[src/lpse_pkg.sv]
// ============================================================================
// lpse_pkg
// Shared types and constants for the LED pixel SPI encoder.
// ============================================================================
package lpse_pkg;

    localparam int CHAN_W          = 8;
    localparam int SPI_BITS_PER_BIT = 5;
    localparam int WORD_W          = CHAN_W * SPI_BITS_PER_BIT;
    localparam int PROD_W          = 2 * CHAN_W;
    localparam int RCNT_W          = 4;
    localparam int CFG_IDX_W       = 2;
    localparam int CFG_DATA_W      = 8;

    // Configuration register indexes
    localparam logic [CFG_IDX_W-1:0] CFG_BRIGHTNESS  = 2'd0;
    localparam logic [CFG_IDX_W-1:0] CFG_RESET_WORDS = 2'd1;

    localparam logic [CHAN_W-1:0] BRIGHTNESS_RST  = 8'd255;
    localparam logic [RCNT_W-1:0] RESET_WORDS_RST = 4'd6;

    // Symbols sent for one color bit, MSB first
    localparam logic [SPI_BITS_PER_BIT-1:0] CODE_ZERO = 5'b11000;
    localparam logic [SPI_BITS_PER_BIT-1:0] CODE_ONE  = 5'b11100;

    // One word on its way down the pipe
    typedef struct packed {
        logic              is_reset;
        logic              last;
        logic [CHAN_W-1:0] value;
    } token_t;

endpackage

[src/lpse_seq.sv]
// ============================================================================
// lpse_seq
// Word sequencer: turns one LED transaction into reset words and channel
// words, one per advancing cycle.
// ============================================================================
module lpse_seq (
    input  logic                        clk,
    input  logic                        rst_n,
    input  logic                        adv,
    input  logic                        in_valid,
    output logic                        in_ready,
    input  logic [31:0]                 led_color,
    input  logic                        four_channel,
    input  logic                        frame_start,
    input  logic [lpse_pkg::RCNT_W-1:0] reset_words,
    output logic                        tok_valid,
    output lpse_pkg::token_t            tok
);
    import lpse_pkg::*;

    logic              busy_reg, busy_next;
    logic [31:0]       color_reg, color_next;
    logic              four_reg, four_next;
    logic [RCNT_W-1:0] rcnt_reg, rcnt_next;
    logic [1:0]        ch_reg, ch_next;

    logic              is_rst;
    logic              last_ch;
    logic              emit;
    logic              accept;
    logic [CHAN_W-1:0] ch_byte;

    assign is_rst  = (rcnt_reg != '0);
    assign last_ch = four_reg ? (ch_reg == 2'd3) : (ch_reg == 2'd2);
    assign emit    = busy_reg && adv;
    assign in_ready = adv && (!busy_reg || (!is_rst && last_ch));
    assign accept  = in_valid && in_ready;

    // Four-channel order R,G,B,W; three-channel order G,R,B
    always_comb
    begin
        case (ch_reg)
            2'd0:    ch_byte = four_reg ? color_reg[23:16] : color_reg[15:8];
            2'd1:    ch_byte = four_reg ? color_reg[15:8]  : color_reg[23:16];
            2'd2:    ch_byte = color_reg[7:0];
            default: ch_byte = color_reg[31:24];
        endcase
    end

    assign tok_valid    = emit;
    assign tok.is_reset = is_rst;
    assign tok.last     = !is_rst && last_ch;
    assign tok.value    = ch_byte;

    always_comb
    begin
        busy_next  = busy_reg;
        color_next = color_reg;
        four_next  = four_reg;
        rcnt_next  = rcnt_reg;
        ch_next    = ch_reg;
        if (accept)
        begin
            busy_next  = 1'b1;
            color_next = led_color;
            four_next  = four_channel;
            rcnt_next  = frame_start ? reset_words : '0;
            ch_next    = 2'd0;
        end
        else if (emit)
        begin
            if (is_rst)
                rcnt_next = rcnt_reg - RCNT_W'(1);
            else if (last_ch)
                busy_next = 1'b0;
            else
                ch_next = ch_reg + 2'd1;
        end
    end

    always_ff @(posedge clk or negedge rst_n)
    begin
        if (!rst_n)
        begin
            busy_reg <= 1'b0;
            rcnt_reg <= '0;
            ch_reg   <= '0;
            four_reg <= 1'b0;
        end
        else
        begin
            busy_reg <= busy_next;
            rcnt_reg <= rcnt_next;
            ch_reg   <= ch_next;
            four_reg <= four_next;
        end
    end

    always_ff @(posedge clk)
    begin
        color_reg <= color_next;
    end

    // An accepted transaction always leaves work behind
    a_accept_busy: assert property (@(posedge clk) disable iff (!rst_n)
        accept |=> busy_reg)
        else $error("sequencer idle after accepting a transaction");

    // A reset word is never the end of an item
    a_reset_not_last: assert property (@(posedge clk) disable iff (!rst_n)
        (emit && is_rst) |=> busy_reg)
        else $error("item ended on a reset word");

    // Three-channel items never reach the white slot
    a_rgb_range: assert property (@(posedge clk) disable iff (!rst_n)
        (busy_reg && !four_reg) |-> (ch_reg != 2'd3))
        else $error("three-channel item selected white");

endmodule

[src/lpse_scale.sv]
// ============================================================================
// lpse_scale
// Brightness scaling, two stages: multiply, then divide by 255.
// ============================================================================
module lpse_scale (
    input  logic                        clk,
    input  logic                        rst_n,
    input  logic                        adv,
    input  logic                        tok_valid,
    input  lpse_pkg::token_t            tok,
    input  logic [lpse_pkg::CHAN_W-1:0] brightness,
    output logic                        q_valid,
    output lpse_pkg::token_t            q_tok
);
    import lpse_pkg::*;

    logic              a_valid_reg;
    logic              a_is_reset_reg;
    logic              a_last_reg;
    logic [PROD_W-1:0] a_prod_reg;

    logic              b_valid_reg;
    token_t            b_tok_reg;

    logic [PROD_W:0]   quot_sum;

    // floor(p/255) = (p + (p >> 8) + 1) >> 8 for p up to 255*255
    assign quot_sum = {1'b0, a_prod_reg} + (PROD_W+1)'(a_prod_reg >> CHAN_W)
                    + (PROD_W+1)'(1);

    always_ff @(posedge clk or negedge rst_n)
    begin
        if (!rst_n)
        begin
            a_valid_reg <= 1'b0;
            b_valid_reg <= 1'b0;
        end
        else if (adv)
        begin
            a_valid_reg <= tok_valid;
            b_valid_reg <= a_valid_reg;
        end
    end

    always_ff @(posedge clk)
    begin
        if (adv)
        begin
            a_is_reset_reg     <= tok.is_reset;
            a_last_reg         <= tok.last;
            a_prod_reg         <= PROD_W'(tok.value) * PROD_W'(brightness);
            b_tok_reg.is_reset <= a_is_reset_reg;
            b_tok_reg.last     <= a_last_reg;
            b_tok_reg.value    <= quot_sum[PROD_W-1:CHAN_W];
        end
    end

    assign q_valid = b_valid_reg;
    assign q_tok   = b_tok_reg;

endmodule

[src/lpse_enc.sv]
// ============================================================================
// lpse_enc
// Bit expansion and output register: each color bit becomes five SPI bits.
// ============================================================================
module lpse_enc (
    input  logic                        clk,
    input  logic                        rst_n,
    input  logic                        adv,
    input  logic                        q_valid,
    input  lpse_pkg::token_t            q_tok,
    output logic                        out_valid,
    output logic [lpse_pkg::WORD_W-1:0] spi_word,
    output logic                        last_word
);
    import lpse_pkg::*;

    logic              valid_reg;
    logic [WORD_W-1:0] word_reg, word_next;
    logic              last_reg;

    always_comb
    begin
        word_next = '0;
        if (!q_tok.is_reset)
        begin
            for (int i = 0; i < CHAN_W; i++)
            begin
                word_next[i*SPI_BITS_PER_BIT +: SPI_BITS_PER_BIT] =
                    q_tok.value[i] ? CODE_ONE : CODE_ZERO;
            end
        end
    end

    always_ff @(posedge clk or negedge rst_n)
    begin
        if (!rst_n)
            valid_reg <= 1'b0;
        else if (adv)
            valid_reg <= q_valid;
    end

    always_ff @(posedge clk)
    begin
        if (adv)
        begin
            word_reg <= word_next;
            last_reg <= q_tok.last && !q_tok.is_reset;
        end
    end

    assign out_valid = valid_reg;
    assign spi_word  = word_reg;
    assign last_word = last_reg;

endmodule

[src/led_pixel_spi_encoder_core.sv]
// ============================================================================
// led_pixel_spi_encoder_core
// Converts LED colors into 40-bit SPI words for a serial addressable LED chain.
// ============================================================================
// One input transaction carries one LED's color (W,R,G,B bytes), a
// four-channel flag and a frame-start flag. It yields one output transaction
// per SPI word: on a frame start, reset_words all-zero words first, then one
// word per channel (R,G,B,W for four-channel LEDs, G,R,B otherwise), the
// final channel word flagged by last_word. Each channel is scaled by
// floor(value * brightness / 255) and sent MSB first, a 0 bit as 11000 and a
// 1 bit as 11100. The sequencer issues one word per clock while the output
// is not stalled, so an LED takes one word per channel, plus reset_words
// words on a frame start; the next LED is accepted in the cycle its last word
// is issued. Words pass through three register stages (multiply, divide by
// 255, bit expansion into the output register). A stall on the output
// freezes the whole pipe. Configuration (index 0 brightness, index 1
// reset_words, other indexes ignored) is always accepted and must only be
// written while the block is idle.
module led_pixel_spi_encoder_core (
    input  logic                            clk,
    input  logic                            rst_n,

    input  logic                            cfg_valid,
    output logic                            cfg_ready,
    input  logic [lpse_pkg::CFG_IDX_W-1:0]  cfg_index,
    input  logic [lpse_pkg::CFG_DATA_W-1:0] cfg_data,

    input  logic                            in_valid,
    output logic                            in_ready,
    input  logic [31:0]                     led_color,
    input  logic                            four_channel,
    input  logic                            frame_start,

    output logic                            out_valid,
    input  logic                            out_ready,
    output logic [lpse_pkg::WORD_W-1:0]     spi_word,
    output logic                            last_word
);
    import lpse_pkg::*;

    logic [CHAN_W-1:0] brightness_reg;
    logic [RCNT_W-1:0] reset_words_reg;

    // Whole pipe moves when the output register is free or being drained
    logic   adv;
    logic   tok_valid;
    token_t tok;
    logic   q_valid;
    token_t q_tok;

    assign adv       = !out_valid || out_ready;
    assign cfg_ready = 1'b1;

    always_ff @(posedge clk or negedge rst_n)
    begin
        if (!rst_n)
        begin
            brightness_reg  <= BRIGHTNESS_RST;
            reset_words_reg <= RESET_WORDS_RST;
        end
        else if (cfg_valid && cfg_ready)
        begin
            case (cfg_index)
                CFG_BRIGHTNESS:  brightness_reg  <= cfg_data[CHAN_W-1:0];
                CFG_RESET_WORDS: reset_words_reg <= cfg_data[RCNT_W-1:0];
                default:         ;
            endcase
        end
    end

    lpse_seq u_seq (
        .clk          (clk),
        .rst_n        (rst_n),
        .adv          (adv),
        .in_valid     (in_valid),
        .in_ready     (in_ready),
        .led_color    (led_color),
        .four_channel (four_channel),
        .frame_start  (frame_start),
        .reset_words  (reset_words_reg),
        .tok_valid    (tok_valid),
        .tok          (tok)
    );

    lpse_scale u_scale (
        .clk        (clk),
        .rst_n      (rst_n),
        .adv        (adv),
        .tok_valid  (tok_valid),
        .tok        (tok),
        .brightness (brightness_reg),
        .q_valid    (q_valid),
        .q_tok      (q_tok)
    );

    lpse_enc u_enc (
        .clk       (clk),
        .rst_n     (rst_n),
        .adv       (adv),
        .q_valid   (q_valid),
        .q_tok     (q_tok),
        .out_valid (out_valid),
        .spi_word  (spi_word),
        .last_word (last_word)
    );

    // Channel words are never all zero, so a zero word is a reset word
    a_zero_not_last: assert property (@(posedge clk) disable iff (!rst_n)
        (out_valid && (spi_word == '0)) |-> !last_word)
        else $error("reset word flagged as last");

    // No new LED enters while the output is blocked
    a_no_accept_stall: assert property (@(posedge clk) disable iff (!rst_n)
        (out_valid && !out_ready) |-> !in_ready)
        else $error("input accepted during output stall");

    // A stalled output word holds steady until taken
    a_out_hold: assert property (@(posedge clk) disable iff (!rst_n)
        (out_valid && !out_ready) |=>
            (out_valid && $stable(spi_word) && $stable(last_word)))
        else $error("output word changed while stalled");

endmodule
[config.mk]
export PLATFORM = sky130hd
export DESIGN_NAME = led_pixel_spi_encoder_core
export DESIGN_NICKNAME = d
export VERILOG_FILES = /design/src/lpse_pkg.sv /design/src/lpse_seq.sv /design/src/lpse_scale.sv /design/src/lpse_enc.sv /design/src/led_pixel_spi_encoder_core.sv
export SDC_FILE = /design/constraint.sdc
export NUM_CORES = 1
export LEC_CHECK = 0
export ABC_AREA = 1
export BUFFER_PORTS_ARGS = -buffer_cell sky130_fd_sc_hd__buf_2
export CORE_MARGIN = 4
export CORE_UTILIZATION = 64
export DETAILED_ROUTE_END_ITERATION = 8
export PLACE_DENSITY = 0.87
export SLEW_MARGIN = 5
export SYNTH_ARGS = -nofsm -noshare
export SYNTH_HDL_FRONTEND = slang
export SYNTH_HIERARCHICAL = 1
export SYNTH_SLANG_ARGS = --single-unit
[constraint.sdc]
create_clock -name clk -period 10.7 [get_ports clk]
set_input_delay 0.535 -clock clk [delete_from_list [all_inputs] [get_ports clk]]
set_output_delay 0.535 -clock clk [all_outputs]
set_load 0.02 [all_outputs]
==> impl_metrics.toml <==
[status]
status = "completed"

[cts]
clk_latency_ns = 0.38
cts_resized = 0
ctsHoldBuffers = 0
cts_buffer_depth = 2
cts_tree = "done"
cts-root-buf = "clkbuf_8"
post-cts-setup-buffers = 0
path_clk_slew_ns = 0.11
numCtsBuffers = 9
htreeDepth = 3
cts_sinks = 93

[yosys]
ys_warn_count = 6
ys_ff_latch = 93
synthesis.instances = 848
syn_avg_cell_area_sq_um = 8.33
ys_seq_area_frac = 0.381
synth_cell_types = 36
syn-cell-area_sq_um = 7060

[critical_path]
cp.arrival_ns = 5.52
worstReg2RegStart = "u_seq/four_reg$_DFFE_PN0P_"
path_max_fanout = 27
max_stage_delay_ns = 0.99
cp.required_ns = 10.83
reg2reg_slack_ns = 5.31
cp-startpoint = "u_seq/four_reg$_DFFE_PN0P_"
reg2reg_to = "u_scale/a_prod_reg[12]$_DFFE_PP_"
cpMostUsedCell = "nand2_1"
critPathLaunchType = "flip-flop"
reg2reg_depth = 20
cp-end-kind = "flip-flop"
path_cells = "o21ai_0 -> o211ai_1 -> o21ai_0 -> inv_1 -> nand2_1 -> fa_1 -> fa_1 -> inv_1 -> fa_1 -> inv_1 -> fa_1 -> inv_1 -> ha_1 -> nand2_1 -> nand2_1 -> o21bai_1 -> nand2_1 -> nand3_1 -> nand2_1 -> nand2_1"
critical_path.endpoint = "u_scale/a_prod_reg[12]$_DFFE_PP_"
crit_path_top_delay_cell = "dfrtp_1"
worstSetupPathType = "reg -> reg"

[routing]
wirelength_um = 14600
first_pass_iters = 5
drt_iter0_markers = 507
via_per_inst = 5.30
vias = 5494
ant_nets = 0
wl_per_cell_um = 14.0
remaining_drc_errors = 0

[grt]
grt_max_degree = 48
track_usage = 0.240
antenna_found_initial = 0
grt_overflow = 0
grt_first_pass_wirelength_um = 24700
first_global_vias = 5561

[timing]
maxSlewHeadroom = 0.264
tightest_slew_ns = 1.10
finalSetupTns_ns = 0
rsz0062_at_grt = "no"
setup_viol = 0
slew_violations = 0
fmax_mhz = 185
fin_crit_sh = 0.504
clock-skew-final_ns = 0.0187
fin_crit_ns = 5.39
hold_violations = 0

[floorplan]
die_h_um = 113
start_util = 0.651
core_area_sq_um = 10800
num_rows = 38
die_x_um = 113
die_area_sq_um = 12800
ios = 93

[cells_and_area]
regArea_sq_um = 2690
layout.nets = 1025
multi_input_area_sq_um = 3340
final_cell_mix = "nand2_1 (234), inv_1 (186), buf_2 (75), edfxtp_1 (70), ha_1 (48)"
syn2layout_area_growth_pct = 6.73
drive_gt1_frac = 0.138
largest_reg_flops = 32
final_common_cell = "nand2_1"
fillers = 817
diodes = 0

[flow_run]
cap_violations = 0

[worst_hold_path]
hold_path_class = "in -> async"

[placement]
dp_hpwl_um = 11100
globalplace.congestion = 0.900
portBuffers = 75
-- how the worst min path moves through the flow --
stage	endpoint	slack, ns	cells after the start
CTS	u_seq/rcnt_reg[2]$_DFFE_PN0P_	0.12	1
global placement	u_scale/q_tok[8]$_DFFE_PP_	0.40	0
detailed placement	u_scale/q_tok[9]$_DFFE_PP_	0.41	0
floorplan	reset_words_reg[0]$_DFFE_PN0P_	0.24	0
global route	reset_words_reg[0]$_DFFE_PN0P_	0.14	1
finish	reset_words_reg[0]$_DFFE_PN0P_	0.12	1
-- metal layers --
layer / track usage / part of all wire / wire length [um]
met3: 0.0406 / 0.067 / 982
met4: 0.0785 / 0.027 / 388
met2: 0.438 / 0.52 / 7560
met1: 0.286 / 0.39 / 5640
met5: 0 / 0 / 0
-- metrics by stage --
stage               utilization  instance area [sq um]  worst slack, ns  hold WS [ns]  cells
floorplan                     -                   7120             6.01         0.239    863
global placement          0.674                   7300             5.63         0.404   1021
CTS                       0.695                   7540             5.39         0.116   1037
global route              0.695                   7540             4.98         0.141   1037
finish                    0.695                   7540             5.31         0.121   1037
detailed placement        0.674                   7300             5.43         0.414   1021
-- critical path: cells and delay by family, from the launching register on --
| family | cells | cell delay, ns |
|---|---|---|
| and+or+nand+nor | 7 | 0.57 |
| adders and majority gates | 5 | 2.43 |
| buffers and inverters | 4 | 0.43 |
| AOI/OAI and AO/OA | 4 | 0.73 |
| DFF | 1 | 0.99 |
-- synthesized netlist by cell type (all sizes together) --
master | n | area (sq um)
or2 | 1 | 6.26
nand4 | 15 | 93.8
dfrtp | 13 | 325
fa | 36 | 721
inv | 190 | 721
nand3 | 30 | 168
dfstp | 10 | 263
a21oi | 21 | 105
nand2 | 245 | 970
a21boi | 1 | 11.3
conb | 2 | 7.51
edfxtp | 70 | 2100
nor2 | 49 | 201
xnor2 | 5 | 43.8
clkbuf | 16 | 60.1
buf | 41 | 317
o211ai | 16 | 120
and2 | 2 | 12.5
xor2 | 3 | 26.3
ha | 48 | 601
nor3 | 6 | 30.0
o21bai | 3 | 22.5
o21ai | 24 | 128
nand3b | 1 | 7.51
-- cell type report --
class | count | area share
Sequential cell | 93 | 0.357
Clock buffer | 13 | 0.0274
Tap cell | 140 | 0.0232
Inverter | 190 | 0.0956
Multi-Input combinational cell | 523 | 0.443
Timing Repair Buffer | 75 | 0.0498
Clock inverter | 3 | 0.00382
-- cell families after synthesis --
kind of cell	after synthesis	synth area share
other	2	0.00106
adder cells (fa/ha/maj)	84	0.187
flip-flops	93	0.381
AND/OR/NAND/NOR	349	0.211
buffers and inverters	247	0.155
XOR/XNOR	8	0.00992
AO/OA/AOI/OAI	65	0.0547
Power is not shown: default switching activity piles up to over one toggle a cycle in this logic, so the estimate is an artifact.
